===== src/design/plac_pkg.sv =====
// ---------------------------------------------------------------------------
// plac_pkg: shared constants for the Phong light accumulator
// Widths of the packed fields, the shared multiplier and the iterative units.
// ---------------------------------------------------------------------------
package plac_pkg;

    localparam int CW       = 16;           // one Q8.8 component
    localparam int IN_W     = 3 * CW;       // packed xyz vector
    localparam int COLOR_W  = 24;
    localparam int CH_W     = 8;
    localparam int AMB_W    = 9;
    localparam logic [AMB_W-1:0] AMB_RESET = 9'd64;

    // working vector before scaling to unit length
    localparam int VEC_W    = 42;
    localparam int MAG_BITS = 16;           // magnitudes kept below 2^16 before length

    // shared multiplier
    localparam int MA_W     = 24;
    localparam int MB_W     = 18;
    localparam int PROD_W   = MA_W + MB_W;

    localparam int ACC_W    = 36;
    localparam int UNIT_W   = 16;           // Q2.14 unit vector component
    localparam int UNIT_SHIFT = 28;

    // square root and divider
    localparam int RAD_W    = 64;
    localparam int ROOT_W   = 32;
    localparam int NUM_W    = 16;
    localparam int QUO_W    = 15;
    localparam int REM_W    = ROOT_W + QUO_W - 1;
    localparam int QCNT_W   = 4;

    // diffuse and specular
    localparam int DIF_W    = 9;
    localparam logic [DIF_W-1:0] DIF_MAX = 9'd256;
    localparam int SPEC_W   = 17;
    localparam logic [SPEC_W-1:0] SPEC_ONE = 17'd65536;
    localparam int POW_BITS = 9;
    localparam logic [POW_BITS-1:0] SPEC_POWER = 9'd500;
    localparam int GAIN_W   = 24;           // 200 * specular
    localparam int T_W      = 27;
    localparam logic [CH_W-1:0] CHAN_MAX = 8'd255;

endpackage


===== src/design/plac_if.sv =====
// ---------------------------------------------------------------------------
// plac_if: channel interfaces of the Phong light accumulator
// Light request channel, pixel result channel and ambient register write.
// ---------------------------------------------------------------------------
interface plac_light_if
    import plac_pkg::*;
();
    logic               valid;
    logic               ready;
    logic [IN_W-1:0]    surface_point;
    logic [IN_W-1:0]    light_position;
    logic [IN_W-1:0]    surface_normal;
    logic [IN_W-1:0]    ray_direction;
    logic [COLOR_W-1:0] object_color;
    logic               no_normal;
    logic               last_light;

    modport source (output valid, surface_point, light_position, surface_normal,
                    ray_direction, object_color, no_normal, last_light, input ready);
    modport sink   (input valid, surface_point, light_position, surface_normal,
                    ray_direction, object_color, no_normal, last_light, output ready);
endinterface

interface plac_pixel_if
    import plac_pkg::*;
();
    logic               valid;
    logic               ready;
    logic [COLOR_W-1:0] pixel_color;

    modport source (output valid, pixel_color, input ready);
    modport sink   (input valid, pixel_color, output ready);
endinterface

interface plac_cfg_if
    import plac_pkg::*;
();
    logic             valid;
    logic             ready;
    logic [AMB_W-1:0] ambient_level;

    modport source (output valid, ambient_level, input ready);
    modport sink   (input valid, ambient_level, output ready);
endinterface


===== src/design/plac_mul.sv =====
// ---------------------------------------------------------------------------
// plac_mul: shared signed multiplier
// One 24x18 signed product per cycle, registered at the output.
// ---------------------------------------------------------------------------
module plac_mul
    import plac_pkg::*;
(
    input  logic                     clk,
    input  logic signed [MA_W-1:0]   a,
    input  logic signed [MB_W-1:0]   b,
    output logic signed [PROD_W-1:0] prod
);

    logic signed [PROD_W-1:0] prod_reg;

    always_ff @(posedge clk)
    begin
        prod_reg <= a * b;
    end

    assign prod = prod_reg;

endmodule


===== src/design/plac_root.sv =====
// ---------------------------------------------------------------------------
// plac_root: iterative integer square root
// Two radicand bits per cycle, giving floor(sqrt(x)).
// ---------------------------------------------------------------------------
module plac_root
    import plac_pkg::*;
(
    input  logic              clk,
    input  logic              rst_n,
    input  logic              start,
    input  logic [RAD_W-1:0]  radicand,
    output logic              done,
    output logic [ROOT_W-1:0] root
);

    logic [RAD_W-1:0] x_reg;
    logic [RAD_W-1:0] res_reg;
    logic [RAD_W-1:0] bit_reg;
    logic             busy_reg;
    logic             done_reg;
    logic [RAD_W-1:0] trial;
    logic             fits;

    assign trial = res_reg + bit_reg;
    assign fits  = x_reg >= trial;

    always_ff @(posedge clk or negedge rst_n)
    begin
        if (!rst_n)
        begin
            busy_reg <= 1'b0;
            done_reg <= 1'b0;
        end
        else
        begin
            done_reg <= busy_reg && bit_reg[0];
            if (start)
                busy_reg <= 1'b1;
            else if (busy_reg && bit_reg[0])
                busy_reg <= 1'b0;
        end
    end

    always_ff @(posedge clk)
    begin
        if (start)
        begin
            x_reg   <= radicand;
            res_reg <= '0;
            bit_reg <= RAD_W'(1) << (RAD_W - 2);
        end
        else if (busy_reg)
        begin
            if (fits)
            begin
                x_reg   <= x_reg - trial;
                res_reg <= (res_reg >> 1) + bit_reg;
            end
            else
            begin
                res_reg <= res_reg >> 1;
            end
            bit_reg <= bit_reg >> 2;
        end
    end

    assign done = done_reg;
    assign root = res_reg[ROOT_W-1:0];

endmodule


===== src/design/plac_div.sv =====
// ---------------------------------------------------------------------------
// plac_div: iterative restoring divider
// Computes (num << 28) / den, one quotient bit per cycle, 15 bits.
// ---------------------------------------------------------------------------
module plac_div
    import plac_pkg::*;
(
    input  logic              clk,
    input  logic              rst_n,
    input  logic              start,
    input  logic [NUM_W-1:0]  num,
    input  logic [ROOT_W-1:0] den,
    output logic              done,
    output logic [QUO_W-1:0]  quot
);

    logic [REM_W-1:0]  rem_reg;
    logic [REM_W-1:0]  dv_reg;
    logic [QUO_W-1:0]  q_reg;
    logic [QCNT_W-1:0] cnt_reg;
    logic              busy_reg;
    logic              done_reg;
    logic              take;

    assign take = rem_reg >= dv_reg;

    always_ff @(posedge clk or negedge rst_n)
    begin
        if (!rst_n)
        begin
            busy_reg <= 1'b0;
            done_reg <= 1'b0;
            cnt_reg  <= '0;
        end
        else
        begin
            done_reg <= busy_reg && (cnt_reg == '0);
            if (start)
            begin
                busy_reg <= 1'b1;
                cnt_reg  <= QCNT_W'(QUO_W - 1);
            end
            else if (busy_reg)
            begin
                if (cnt_reg == '0)
                    busy_reg <= 1'b0;
                else
                    cnt_reg <= cnt_reg - 1'b1;
            end
        end
    end

    always_ff @(posedge clk)
    begin
        if (start)
        begin
            rem_reg <= REM_W'({num, UNIT_SHIFT'(0)});
            dv_reg  <= REM_W'({den, (QUO_W - 1)'(0)});
            q_reg   <= '0;
        end
        else if (busy_reg)
        begin
            if (take)
                rem_reg <= rem_reg - dv_reg;
            q_reg  <= {q_reg[QUO_W-2:0], take};
            dv_reg <= dv_reg >> 1;
        end
    end

    assign done = done_reg;
    assign quot = q_reg;

endmodule


===== src/design/phong_light_accumulator.sv =====
// ---------------------------------------------------------------------------
// phong_light_accumulator: per-light Phong shading with saturating sums
// Sequencer around one shared multiplier, a square root and a divider.
// ---------------------------------------------------------------------------
// Usage
//   light_in : one request per light of a shaded point (geometry, color,
//              no_normal, last_light). ready is high only while idle.
//   pixel_out: one packed color after the request that carries last_light.
//   cfg      : writes ambient_level; always ready, write only while idle.
// Sequence
//   A lit light halves a vector until each component is below 2^16: never
//   the light vector, up to 22 times the reflected vector. Each unit-vector
//   pass is a square root and three divides; the power-500 chain is 15
//   products on the shared multiplier. A zero-length vector skips its square
//   root and divides. A no_normal light goes straight to the accumulate step.
// Reset
//   Channel sums clear to zero, ambient_level returns to 64, no result pending.
// Stall
//   The result sits in an output register; the next light is taken while it
//   waits. A later last_light holds in the final step until that slot frees.
// ---------------------------------------------------------------------------
module phong_light_accumulator
    import plac_pkg::*;
(
    input  logic         clk,
    input  logic         rst_n,
    plac_light_if.sink   light_in,
    plac_pixel_if.source pixel_out,
    plac_cfg_if.sink     cfg
);

    typedef enum logic [20:0] {
        ST_IDLE     = 21'h000001,
        ST_HALVE    = 21'h000002,
        ST_SQ       = 21'h000004,
        ST_SQ_ADD   = 21'h000008,
        ST_ROOT_GO  = 21'h000010,
        ST_ROOT_WT  = 21'h000020,
        ST_DIV_GO   = 21'h000040,
        ST_DIV_WT   = 21'h000080,
        ST_DOT      = 21'h000100,
        ST_DOT_ADD  = 21'h000200,
        ST_DOT_END  = 21'h000400,
        ST_REFL     = 21'h000800,
        ST_REFL_ADD = 21'h001000,
        ST_POW_SEL  = 21'h002000,
        ST_POW_MR   = 21'h004000,
        ST_POW_MR_A = 21'h008000,
        ST_POW_SQ   = 21'h010000,
        ST_POW_SQ_A = 21'h020000,
        ST_CHAN     = 21'h040000,
        ST_CHAN_ADD = 21'h080000,
        ST_ACCUM    = 21'h100000
    } state_t;

    // control
    state_t              state_reg, state_next;
    logic [1:0]          idx_reg, idx_next;
    logic [QCNT_W-1:0]   bit_idx_reg, bit_idx_next;
    logic                phase_reg, phase_next;
    logic [AMB_W-1:0]    amb_reg;
    logic [CH_W-1:0]     sum_reg [3];
    logic [CH_W-1:0]     sum_next [3];
    logic                out_valid_reg, out_valid_next;

    // payload
    logic signed [CW-1:0]     n_reg [3];
    logic signed [CW-1:0]     n_next [3];
    logic signed [CW-1:0]     d_reg [3];
    logic signed [CW-1:0]     d_next [3];
    logic [CH_W-1:0]          ch_reg [3];
    logic [CH_W-1:0]          ch_next [3];
    logic signed [VEC_W-1:0]  vec_reg [3];
    logic signed [VEC_W-1:0]  vec_next [3];
    logic signed [UNIT_W-1:0] unit_reg [3];
    logic signed [UNIT_W-1:0] unit_next [3];
    logic signed [ACC_W-1:0]  acc_reg, acc_next;
    logic [DIF_W-1:0]         dif_reg, dif_next;
    logic signed [MA_W-1:0]   k_reg, k_next;
    logic [SPEC_W-1:0]        pres_reg, pres_next;
    logic [SPEC_W-1:0]        pb_reg, pb_next;
    logic                     last_reg, last_next;
    logic [COLOR_W-1:0]       out_color_reg, out_color_next;

    // shared units
    logic signed [MA_W-1:0]   mul_a;
    logic signed [MB_W-1:0]   mul_b;
    logic signed [PROD_W-1:0] prod;
    logic                     root_start, root_done;
    logic [ROOT_W-1:0]        root;
    logic                     div_start, div_done;
    logic [QUO_W-1:0]         quot;

    // helpers
    logic                     accept;
    logic                     out_free;
    logic signed [VEC_W-1:0]  vmag [3];
    logic                     too_big;
    logic [GAIN_W-1:0]        spec_gain;
    logic [T_W-1:0]           chan_t;
    logic [CH_W:0]            sat_sum [3];
    logic [RAD_W-1:0]         radicand;

    plac_mul u_mul (
        .clk  (clk),
        .a    (mul_a),
        .b    (mul_b),
        .prod (prod)
    );

    plac_root u_root (
        .clk      (clk),
        .rst_n    (rst_n),
        .start    (root_start),
        .radicand (radicand),
        .done     (root_done),
        .root     (root)
    );

    plac_div u_div (
        .clk   (clk),
        .rst_n (rst_n),
        .start (div_start),
        .num   (vmag[idx_reg][NUM_W-1:0]),
        .den   (root),
        .done  (div_done),
        .quot  (quot)
    );

    assign light_in.ready      = (state_reg == ST_IDLE);
    assign accept              = light_in.valid && light_in.ready;
    assign cfg.ready           = 1'b1;
    assign out_free            = !out_valid_reg || pixel_out.ready;
    assign pixel_out.valid     = out_valid_reg;
    assign pixel_out.pixel_color = out_color_reg;

    assign radicand  = RAD_W'({acc_reg[ACC_W-2:0], UNIT_SHIFT'(0)});
    assign spec_gain = (GAIN_W'(pres_reg) << 7) + (GAIN_W'(pres_reg) << 6)
                     + (GAIN_W'(pres_reg) << 3);
    assign chan_t    = T_W'({prod[MB_W-1:0], 8'd0}) + T_W'(spec_gain);

    always_comb
    begin
        too_big = 1'b0;
        for (int i = 0; i < 3; i++)
        begin
            vmag[i] = vec_reg[i][VEC_W-1] ? -vec_reg[i] : vec_reg[i];
            if (vmag[i][VEC_W-1:MAG_BITS] != '0)
                too_big = 1'b1;
            sat_sum[i] = {1'b0, sum_reg[i]} + {1'b0, ch_reg[i]};
        end
    end

    // multiplier operand select
    always_comb
    begin
        mul_a = '0;
        mul_b = '0;
        unique case (state_reg)
            ST_SQ:
            begin
                mul_a = MA_W'($signed(vec_reg[idx_reg][MAG_BITS:0]));
                mul_b = MB_W'($signed(vec_reg[idx_reg][MAG_BITS:0]));
            end
            ST_DOT:
            begin
                mul_a = MA_W'(unit_reg[idx_reg]);
                mul_b = phase_reg ? MB_W'(d_reg[idx_reg]) : MB_W'(n_reg[idx_reg]);
            end
            ST_REFL:
            begin
                mul_a = k_reg;
                mul_b = MB_W'(n_reg[idx_reg]);
            end
            ST_POW_MR:
            begin
                mul_a = $signed(MA_W'(pres_reg));
                mul_b = $signed(MB_W'(pb_reg));
            end
            ST_POW_SQ:
            begin
                mul_a = $signed(MA_W'(pb_reg));
                mul_b = $signed(MB_W'(pb_reg));
            end
            ST_CHAN:
            begin
                mul_a = $signed(MA_W'(ch_reg[idx_reg]));
                mul_b = $signed(MB_W'(dif_reg) + MB_W'(amb_reg));
            end
            default:
            begin
                mul_a = '0;
                mul_b = '0;
            end
        endcase
    end

    // sequencer
    always_comb
    begin
        state_next     = state_reg;
        idx_next       = idx_reg;
        bit_idx_next   = bit_idx_reg;
        phase_next     = phase_reg;
        out_valid_next = out_valid_reg && !pixel_out.ready;
        acc_next       = acc_reg;
        dif_next       = dif_reg;
        k_next         = k_reg;
        pres_next      = pres_reg;
        pb_next        = pb_reg;
        last_next      = last_reg;
        out_color_next = out_color_reg;
        root_start     = 1'b0;
        div_start      = 1'b0;
        for (int i = 0; i < 3; i++)
        begin
            sum_next[i]  = sum_reg[i];
            n_next[i]    = n_reg[i];
            d_next[i]    = d_reg[i];
            ch_next[i]   = ch_reg[i];
            vec_next[i]  = vec_reg[i];
            unit_next[i] = unit_reg[i];
        end

        unique case (state_reg)
            ST_IDLE:
            begin
                if (accept)
                begin
                    for (int i = 0; i < 3; i++)
                    begin
                        n_next[i]   = light_in.surface_normal[CW*(2-i) +: CW];
                        d_next[i]   = light_in.ray_direction[CW*(2-i) +: CW];
                        ch_next[i]  = light_in.object_color[CH_W*(2-i) +: CH_W];
                        vec_next[i] =
                            VEC_W'($signed(light_in.light_position[CW*(2-i) +: CW]))
                          - VEC_W'($signed(light_in.surface_point[CW*(2-i) +: CW]));
                    end
                    last_next  = light_in.last_light;
                    phase_next = 1'b0;
                    state_next = light_in.no_normal ? ST_ACCUM : ST_HALVE;
                end
            end
            ST_HALVE:
            begin
                if (too_big)
                begin
                    // halve with truncation toward zero
                    for (int i = 0; i < 3; i++)
                        vec_next[i] = (vec_reg[i]
                                     + $signed(VEC_W'(vec_reg[i][VEC_W-1]))) >>> 1;
                end
                else
                begin
                    idx_next   = '0;
                    acc_next   = '0;
                    state_next = ST_SQ;
                end
            end
            ST_SQ:
            begin
                state_next = ST_SQ_ADD;
            end
            ST_SQ_ADD:
            begin
                acc_next = acc_reg + ACC_W'(prod);
                if (idx_reg == 2'd2)
                    state_next = ST_ROOT_GO;
                else
                begin
                    idx_next   = idx_reg + 1'b1;
                    state_next = ST_SQ;
                end
            end
            ST_ROOT_GO:
            begin
                idx_next = '0;
                if (acc_reg == '0)
                begin
                    // zero length: unit vector is zero
                    for (int i = 0; i < 3; i++)
                        unit_next[i] = '0;
                    state_next = ST_DOT;
                end
                else
                begin
                    root_start = 1'b1;
                    state_next = ST_ROOT_WT;
                end
            end
            ST_ROOT_WT:
            begin
                if (root_done)
                    state_next = ST_DIV_GO;
            end
            ST_DIV_GO:
            begin
                div_start  = 1'b1;
                state_next = ST_DIV_WT;
            end
            ST_DIV_WT:
            begin
                if (div_done)
                begin
                    unit_next[idx_reg] = vec_reg[idx_reg][VEC_W-1]
                                       ? -UNIT_W'(quot) : UNIT_W'(quot);
                    if (idx_reg == 2'd2)
                    begin
                        idx_next   = '0;
                        acc_next   = '0;
                        state_next = ST_DOT;
                    end
                    else
                    begin
                        idx_next   = idx_reg + 1'b1;
                        state_next = ST_DIV_GO;
                    end
                end
            end
            ST_DOT:
            begin
                state_next = ST_DOT_ADD;
            end
            ST_DOT_ADD:
            begin
                acc_next = acc_reg + ACC_W'(prod);
                if (idx_reg == 2'd2)
                    state_next = ST_DOT_END;
                else
                begin
                    idx_next   = idx_reg + 1'b1;
                    state_next = ST_DOT;
                end
            end
            ST_DOT_END:
            begin
                idx_next = '0;
                if (!phase_reg)
                begin
                    if (acc_reg <= 0)
                        dif_next = '0;
                    else if (acc_reg[ACC_W-1:14] > (ACC_W-14)'(DIF_MAX))
                        dif_next = DIF_MAX;
                    else
                        dif_next = acc_reg[14 +: DIF_W];
                    // divide by 256 toward zero
                    k_next = MA_W'((acc_reg + (acc_reg[ACC_W-1] ? ACC_W'(255) : '0))
                                   >>> 8);
                    state_next = ST_REFL;
                end
                else
                begin
                    if (acc_reg <= 0)
                        pb_next = '0;
                    else if (acc_reg[ACC_W-1:6] > (ACC_W-6)'(SPEC_ONE))
                        pb_next = SPEC_ONE;
                    else
                        pb_next = acc_reg[6 +: SPEC_W];
                    pres_next    = SPEC_ONE;
                    bit_idx_next = '0;
                    state_next   = ST_POW_SEL;
                end
            end
            ST_REFL:
            begin
                state_next = ST_REFL_ADD;
            end
            ST_REFL_ADD:
            begin
                vec_next[idx_reg] = (VEC_W'(unit_reg[idx_reg]) <<< 8)
                                  - VEC_W'(prod <<< 1);
                if (idx_reg == 2'd2)
                begin
                    phase_next = 1'b1;
                    state_next = ST_HALVE;
                end
                else
                begin
                    idx_next   = idx_reg + 1'b1;
                    state_next = ST_REFL;
                end
            end
            ST_POW_SEL:
            begin
                priority if (bit_idx_reg == QCNT_W'(POW_BITS))
                begin
                    idx_next   = '0;
                    state_next = ST_CHAN;
                end
                else if (SPEC_POWER[bit_idx_reg])
                    state_next = ST_POW_MR;
                else
                    state_next = ST_POW_SQ;
            end
            ST_POW_MR:
            begin
                state_next = ST_POW_MR_A;
            end
            ST_POW_MR_A:
            begin
                pres_next  = prod[16 +: SPEC_W];
                state_next = ST_POW_SQ;
            end
            ST_POW_SQ:
            begin
                state_next = ST_POW_SQ_A;
            end
            ST_POW_SQ_A:
            begin
                pb_next      = prod[16 +: SPEC_W];
                bit_idx_next = bit_idx_reg + 1'b1;
                state_next   = ST_POW_SEL;
            end
            ST_CHAN:
            begin
                state_next = ST_CHAN_ADD;
            end
            ST_CHAN_ADD:
            begin
                ch_next[idx_reg] = (chan_t[T_W-1:16] > (T_W-16)'(CHAN_MAX))
                                 ? CHAN_MAX : chan_t[16 +: CH_W];
                if (idx_reg == 2'd2)
                    state_next = ST_ACCUM;
                else
                begin
                    idx_next   = idx_reg + 1'b1;
                    state_next = ST_CHAN;
                end
            end
            ST_ACCUM:
            begin
                if (!last_reg)
                begin
                    for (int i = 0; i < 3; i++)
                        sum_next[i] = sat_sum[i][CH_W] ? CHAN_MAX : sat_sum[i][CH_W-1:0];
                    state_next = ST_IDLE;
                end
                else if (out_free)
                begin
                    for (int i = 0; i < 3; i++)
                    begin
                        out_color_next[CH_W*(2-i) +: CH_W] =
                            sat_sum[i][CH_W] ? CHAN_MAX : sat_sum[i][CH_W-1:0];
                        sum_next[i] = '0;
                    end
                    out_valid_next = 1'b1;
                    state_next     = ST_IDLE;
                end
            end
            default:
            begin
                state_next = ST_IDLE;
            end
        endcase
    end

    always_ff @(posedge clk or negedge rst_n)
    begin
        if (!rst_n)
        begin
            state_reg     <= ST_IDLE;
            idx_reg       <= '0;
            bit_idx_reg   <= '0;
            phase_reg     <= 1'b0;
            amb_reg       <= AMB_RESET;
            out_valid_reg <= 1'b0;
            for (int i = 0; i < 3; i++)
                sum_reg[i] <= '0;
        end
        else
        begin
            state_reg     <= state_next;
            idx_reg       <= idx_next;
            bit_idx_reg   <= bit_idx_next;
            phase_reg     <= phase_next;
            out_valid_reg <= out_valid_next;
            if (cfg.valid && cfg.ready)
                amb_reg <= cfg.ambient_level;
            for (int i = 0; i < 3; i++)
                sum_reg[i] <= sum_next[i];
        end
    end

    always_ff @(posedge clk)
    begin
        acc_reg       <= acc_next;
        dif_reg       <= dif_next;
        k_reg         <= k_next;
        pres_reg      <= pres_next;
        pb_reg        <= pb_next;
        last_reg      <= last_next;
        out_color_reg <= out_color_next;
        for (int i = 0; i < 3; i++)
        begin
            n_reg[i]    <= n_next[i];
            d_reg[i]    <= d_next[i];
            ch_reg[i]   <= ch_next[i];
            vec_reg[i]  <= vec_next[i];
            unit_reg[i] <= unit_next[i];
        end
    end

endmodule


===== src/flat_wrapper.sv =====
// flat-port wrapper written by rule: the top's interface ports become plain ports
module phong_light_accumulator_flat import plac_pkg::*;
  (clk, rst_n, light_in_valid, light_in_surface_point, light_in_light_position, light_in_surface_normal, light_in_ray_direction, light_in_object_color, light_in_no_normal, light_in_last_light, light_in_ready, pixel_out_valid, pixel_out_pixel_color, pixel_out_ready, cfg_valid, cfg_ambient_level, cfg_ready);
  plac_light_if light_in_i ();
  plac_pixel_if pixel_out_i ();
  plac_cfg_if cfg_i ();
  input  logic clk;
  input  logic rst_n;
  input wire logic [$bits(light_in_i.valid)-1:0] light_in_valid;
  input wire logic [$bits(light_in_i.surface_point)-1:0] light_in_surface_point;
  input wire logic [$bits(light_in_i.light_position)-1:0] light_in_light_position;
  input wire logic [$bits(light_in_i.surface_normal)-1:0] light_in_surface_normal;
  input wire logic [$bits(light_in_i.ray_direction)-1:0] light_in_ray_direction;
  input wire logic [$bits(light_in_i.object_color)-1:0] light_in_object_color;
  input wire logic [$bits(light_in_i.no_normal)-1:0] light_in_no_normal;
  input wire logic [$bits(light_in_i.last_light)-1:0] light_in_last_light;
  output wire logic [$bits(light_in_i.ready)-1:0] light_in_ready;
  output wire logic [$bits(pixel_out_i.valid)-1:0] pixel_out_valid;
  output wire logic [$bits(pixel_out_i.pixel_color)-1:0] pixel_out_pixel_color;
  input wire logic [$bits(pixel_out_i.ready)-1:0] pixel_out_ready;
  input wire logic [$bits(cfg_i.valid)-1:0] cfg_valid;
  input wire logic [$bits(cfg_i.ambient_level)-1:0] cfg_ambient_level;
  output wire logic [$bits(cfg_i.ready)-1:0] cfg_ready;
  assign light_in_i.valid = light_in_valid;
  assign light_in_i.surface_point = light_in_surface_point;
  assign light_in_i.light_position = light_in_light_position;
  assign light_in_i.surface_normal = light_in_surface_normal;
  assign light_in_i.ray_direction = light_in_ray_direction;
  assign light_in_i.object_color = light_in_object_color;
  assign light_in_i.no_normal = light_in_no_normal;
  assign light_in_i.last_light = light_in_last_light;
  assign light_in_ready = light_in_i.ready;
  assign pixel_out_valid = pixel_out_i.valid;
  assign pixel_out_pixel_color = pixel_out_i.pixel_color;
  assign pixel_out_i.ready = pixel_out_ready;
  assign cfg_i.valid = cfg_valid;
  assign cfg_i.ambient_level = cfg_ambient_level;
  assign cfg_ready = cfg_i.ready;
  phong_light_accumulator u_core (.clk(clk), .rst_n(rst_n), .light_in(light_in_i), .pixel_out(pixel_out_i), .cfg(cfg_i));
endmodule

===== config.mk =====
export PLATFORM = sky130hd
export DESIGN_NAME = phong_light_accumulator_flat
export DESIGN_NICKNAME = d
export VERILOG_FILES = /design/src/design/plac_pkg.sv /design/src/design/plac_if.sv /design/src/design/plac_mul.sv /design/src/design/plac_root.sv /design/src/design/plac_div.sv /design/src/design/phong_light_accumulator.sv /design/src/flat_wrapper.sv
export SDC_FILE = /design/constraint.sdc
export NUM_CORES = 2
export LEC_CHECK = 0
export BUFFER_PORTS_ARGS = -buffer_cell sky130_fd_sc_hd__buf_2
export CAP_MARGIN = 30
export CORE_ASPECT_RATIO = 0.75
export CORE_MARGIN = 4
export CORE_UTILIZATION = 59
export DETAILED_ROUTE_END_ITERATION = 10
export PLACE_DENSITY = 0.76
export SYNTH_ARGS = -nofsm -noshare
export SYNTH_HDL_FRONTEND = slang
export SYNTH_SLANG_ARGS = --single-unit

===== constraint.sdc =====
create_clock -name clk -period 11.6 [get_ports clk]
set_input_delay 3.48 -clock clk [delete_from_list [all_inputs] [get_ports clk]]
set_output_delay 3.48 -clock clk [all_outputs]
set_load 0.02 [all_outputs]

# == Word level (Yosys, flattened, before mapping) ==
# Memories as Yosys holds them, arrays and structs flattened.
# Cells that the tools add are included.
# totals
mem_count,6
register_bits,506
word_cells,262
mem_bits_rw,294
output_inout_bits,27
mem_bits_ro,16
# memory_table
name,words,width,read_ports,rd_clocked_by_memory_dff,write_ports,line,source
u_core.vec_reg,3,42,4,0,3,phong_light_accumulator.sv:73,logic signed [VEC_W-1:0] vec_reg [3];
u_core.d_reg,3,16,1,0,3,phong_light_accumulator.sv:69,logic signed [CW-1:0] d_reg [3];
u_core.n_reg,3,16,1,0,3,phong_light_accumulator.sv:67,logic signed [CW-1:0] n_reg [3];
u_core.unit_reg,3,16,4,0,3,phong_light_accumulator.sv:75,logic signed [UNIT_W-1:0] unit_reg [3];
u_core.ch_reg,3,8,4,0,3,phong_light_accumulator.sv:71,logic [CH_W-1:0] ch_reg [3];
(name not given),16,1,1,0,0,phong_light_accumulator.sv:390,else if (SPEC_POWER[bit_idx_reg])
# op_classes
bitwise_logic,2
n_lt_le_gt_ge,9
addsub,27
n_mul,1
n_reduce_logical,44
n_mux,104
n_eq_ne,37
# ops
cell,n
case mux 21 bit (21 select lines),1
case mux 126 bit (3 select lines),1
two-way mux 48 bit,6
two-way mux 126 bit,2
two-way mux 21 bit,9
two-way mux 63 bit,3
two-way mux 42 bit,4
case mux 24 bit (6 select lines),1
two-way mux 44 bit,3
adder 42 x 2 -> 42 bit,3
bitwise mux 126 bit,1
negation 42 bit,3
two-way mux 36 bit,3
case mux 36 bit (3 select lines),1
case mux 48 bit (2 select lines),1
two-way mux 46 bit,2
case mux 18 bit (5 select lines),1
two-way mux 17 bit,5
binary-select mux 42 bit (select 2 bit),1
demux 42 bit (select 2 bit),1
nonzero test 26 bit,3
two-way mux 24 bit,3
case mux 17 bit (2 select lines),2
adder 63 x 63 -> 64 bit,1
other kinds (89),163

# == Depth between registers and ports, before layout ==
# An unclocked memory read counts as a cell.
# logic_depth
ltp_word,9
depth_mapped,37
depth_no_buf,36

# == Modules after synthesis ==
# Synthesis repeated with hierarchy kept, for this count alone.
# hier_totals
hier_cells,8741
hier_area_um2,76494.6
# by_module_without_submodules
mod,instances,cells_per_inst,area_per_inst_um2
phong_light_accumulator,1,4213,37908.9
plac_mul,1,1816,16402.0
plac_root,1,1916,15097.0
plac_div,1,796,7086.8

# == Worst setup path after synthesis ==
# Ideal clock, no wire load.
# synth_path
path_type,register -> register
from,register u_core.state_reg[17]
to,register u_core.u_mul.prod_reg[39] (netlist: u_core.u_mul.prod[39])
t_required_ns,11.528
setup_ns,0.072
setup_slack_ns,2.525
arrival_ns,9.003
n_path_buf,3
path_stages_with_launch,34
path_cell_list,dfrtp_1 nor4_1 nand3_1 or4_1 nor3b_1 or2_2 clkbuf_1 clkbuf_1 a221oi_1 clkbuf_1 inv_1 nand2_1 fa_1 inv_1 fa_1 inv_1 fa_1 inv_1 fa_1 fa_1 inv_1 fa_1 inv_1 ha_1 a21o_1 a21o_1 a21oi_1 inv_1 and3_1 a21oi_1 a31oi_1 o21a_1 nor2_1 xnor2_1
# synth_via
elab_chain_len,4
elab_cells_between_ends,10
classes_between,mul (1); eq/ne (6); mux (2); reduce/logical (1)
# synth_rtl
element,line,source
"start, declared",phong_light_accumulator.sv:57,"state_t state_reg, state_next;"
"start signal, assigned",phong_light_accumulator.sv:472,state_reg <= state_next;
== test 21 x 15 -> 1 bit or == test 21 x 17 -> 1 bit (tied branches),phong_light_accumulator.sv:159,unique case (state_reg)
OR reduction 2 bit (no line),--,
case mux 18 bit (5 select lines),phong_light_accumulator.sv:159,
multiplier 24 x 18 -> 41 bit (*),plac_mul.sv:18,prod_reg <= a * b;
"end signal, assigned",plac_mul.sv:18,
"end, declared",plac_mul.sv:14,logic signed [PROD_W-1:0] prod_reg;
# Every way passes the cells marked *; elsewhere a longest branch is shown, timed or not.
# A chain may end at the register's enable or synchronous reset.

# == Final worst setup path ==
# layout_path
from,register u_core.state_reg[7]
to,register u_core.u_mul.prod_reg[33] (netlist: u_core.u_mul.prod[33])
# Same word-level chain as after synthesis.

==> summary.txt <==
Clock tree
  – Clock sink total: 800
  – H-tree depth: 3
  – TritonCTS clock tree: done
  – Post-CTS Setup Repair Bufs: 0
  – Clock Latency Late Sink: roughly 0.74 ns
  – Post-cts resize count: 0
  – Post-CTS Hold Fix Bufs: 0
  – Clock slew seen by the registers of the worst setup and hold paths: about 0.07 ns
  – TritonCTS Buffers: 87
  – Root Buffer: clkbuf_16
  – CTS max path bufs: 3

Placement
  – Pre-CTS setup slack: around 1.5 ns
  – HPWL Detailed: 196 mm
  – Buffers on Ports: 257
  – Placed cells: 10100
  – Gpl congestion: 1.06

Worst setup path
  – Family with the most delay on the worst path: adder cells
  – CP max stage delay: 0.75 ns
  – Slowest CP cell: nor4_1
  – Critical Path Start Type: flip-flop
  – Most used cell along the critical path: fa_1
  – WP data required: around 12 ns
  – Critical path class: reg2reg
  – Arrival @ worst endpoint: about 11 ns
  – CP bufs+invs: 4
  – CP endpoint kind: flip-flop
  – Crit-path max FO: 22

Layout
  – Most common cell after layout, fill and taps aside: nand2_1
  – Synth-to-Final Area Change: 8.04%
  – Final Util: 0.643
  – Fin cells: between 10000 and 15000
  – Net count, final: between 9000 and 10000
  – Layout cells sized above 1: 0.0797
  – Most frequent cells in the layout: nand2_1 (887), inv_1 (830), nor2_1 (790), edfxtp_1 (505), ha_1 (482)
  – Max reg flops: 126

Detailed routing
  – Routed wire length: 254 mm
  – Post-route ant nets: 0
  – Initial DRT Pass Iterations: 7
  – DR iter-0 viols: slightly above 9000
  – Routed WL per cell: between 20 and 25 µm
  – Vias: 66400
  – # DRC: 0
  – DR vias/cell: ~6.5

Floorplan
  – Die footprint: about 130000 µm²
  – Starting Density: 0.595
  – Die Height: around 320 µm
  – Io pins: 259
  – Die width: between 400 and 500 µm
  – CORE AREA: between 100000 and 150000 µm²
  – Row count: ~110

GRT
  – Initial antenna violation count: 10
  – Total GRT Usage: 0.380
  – GRT Residual Overflow: 0
  – Largest net degree at the start of global routing: 87
  – First-pass GRT wire length: roughly 380 mm
  – Vias in the first global route: between 60000 and 70000

Yosys
  – Synth Area per Inst: 8.74 µm²
  – Syn_nets: 9641
  – Post-synthesis register bit count: 800
  – Synth area leader: edfxtp_1
  – Yosys top cell area share: 0.205
  – Number of synthesized flops with an enable pin: approximately 510
  – Unique cell type count in the Yosys netlist: 96
  – Main synth FF type: edfxtp_1
  – Top post-synthesis cells by area: edfxtp_1 (20%), fa_1 (12%), ha_1 (8.2%), dfxtp_1 (6.1%), nand2_1 (4.5%)
  – Proportion of synthesized chip area in sequential cells: 0.289
  – FFs w/ async S/R, synth: 0.0875
  – Synth Cell Area: roughly 74000 µm²
  – Warnings from Yosys: 0
  – Synth Instances: around 8500

Status
  – Run status: complete, no violations

STA
  – RSZ-0062 raised after global routing: no
  – Period utilization: 0.905
  – Final setup TNS: 0 ns
  – Worst slew pin tran: approximately 1.1 ns
  – Max-slew violations: 0
  – Final Setup Violations: 0
  – Fmax: between 0.09 and 0.1 GHz
  – Final WS setup: between 1 and 1.5 ns
  – Tmin final: 10.50 ns
  – Final Hold Fails: 0
  – Max_slew headroom: 0.253
  – Clock skew: ~0.036 ns

Hold path
  – HP Class: reg2reg

Job
  – Max-cap violations: 0

Pwr
  – LEAKAGE: 33.9 nW
  – Max VDD drop: between 0.15 and 0.2 mV
  – PwrDens: between 150 and 200 nW/µm²
## final cells by class
type | count | area, µm²
diodes | 4 | 10.0
clock inverters | 50 | 531
inverters | 835 | 3130
clock buffers | 114 | 2390
flip-flops and latches | 800 | 21400
repair buffers | 411 | 2540
fillers | 10300 | 44500
well taps | 1653 | 2070
multi-input cells | 6382 | 48000
## kinds of logic after synthesis
family / Yosys count / synth area share
other: 1 / 0.0000506
AND/OR/NAND/NOR: 2643 / 0.165
multiplexers: 272 / 0.0370
XOR/XNOR: 564 / 0.0666
AO/OA/AOI/OAI: 1974 / 0.173
adder cells (fa/ha/maj): 928 / 0.201
flip-flops: 800 / 0.289
buffers and inverters: 1299 / 0.0674
## power breakdown
part / total, W / leakage (nW) / internal (W) / switching, W
clock network: 0.00293 / 1.42 / 0.00161 / 0.00132
logic: 0.00717 / 25.3 / 0.00247 / 0.00470
registers: 0.00487 / 7.20 / 0.00386 / 0.00101
total: 0.0150 / 33.9 / 0.00794 / 0.00702
## Yosys cell counts, types with 46 or more instances
library cell	instances
nand2b_1	73
nor4_1	63
edfxtp_1	505
a22o_1	46
ha_1	485
mux2i_1	255
o211ai_1	63
inv_1	830
nor2b_1	62
o21ai_0	461
a31oi_1	87
a211oi_1	118
a21o_1	139
xor2_1	225
dfxtp_1	225
nand2_1	887
o21bai_1	72
nand3_1	172
xnor2_1	339
nor2_1	795
o21a_1	58
nor3_1	140
nand4_1	96
a21oi_1	468
o221ai_1	54
or3_1	59
o31ai_1	98
and2_1	61
clkbuf_1	403
fa_1	443
and3_1	76
dfrtp_1	68
## path summary, 6_finish.rpt
kind,cells after the start,startpoint,end,slack [ns]
setup / recovery,30,u_core.state_reg[7],u_core.u_mul.prod[33],1.10
hold / removal,2,u_core.u_root.x_reg[4],u_core.u_root.x_reg[4],0.46
setup reg to reg,30,u_core.state_reg[7],u_core.u_mul.prod[33],1.10
hold reg to reg,2,u_core.u_root.x_reg[4],u_core.u_root.x_reg[4],0.46
max in group asynchronous,3,rst_n,u_core.amb_reg[6],8.06
min in group asynchronous,1,rst_n,u_core.sum_reg[22],2.61
## routing by layer
metal | share of wire | routed length (µm) | track usage
met5 | 0.000083 | 21 | 0
met3 | 0.14 | 34500 | 0.123
met2 | 0.40 | 102000 | 0.537
met4 | 0.044 | 11300 | 0.138
met1 | 0.42 | 106000 | 0.545
## worst register-to-register path, delay by kind of cell (launching register included)
| kind | cells | cell delay (ns) |
|---|---|---|
| AND/OR/NAND/NOR | 8 | 3.17 |
| flip-flops | 1 | 0.44 |
| buffers and inverters | 4 | 0.66 |
| adder cells (fa/ha/maj) | 7 | 3.48 |
| XOR/XNOR | 1 | 0.16 |
| AO/OA/AOI/OAI | 10 | 2.51 |
## per-stage QoR
step,instance area (µm²),power (W),hold slack (ns)
floorplan,74100,0.00915,0.436
global placement,76900,0.0115,0.442
detailed placement,77100,0.0117,0.450
CTS,80000,0.0146,0.459
global route,80100,0.0156,0.478
finish,80100,0.0150,0.456
Note: power is estimated with default switching activity, not from simulation.
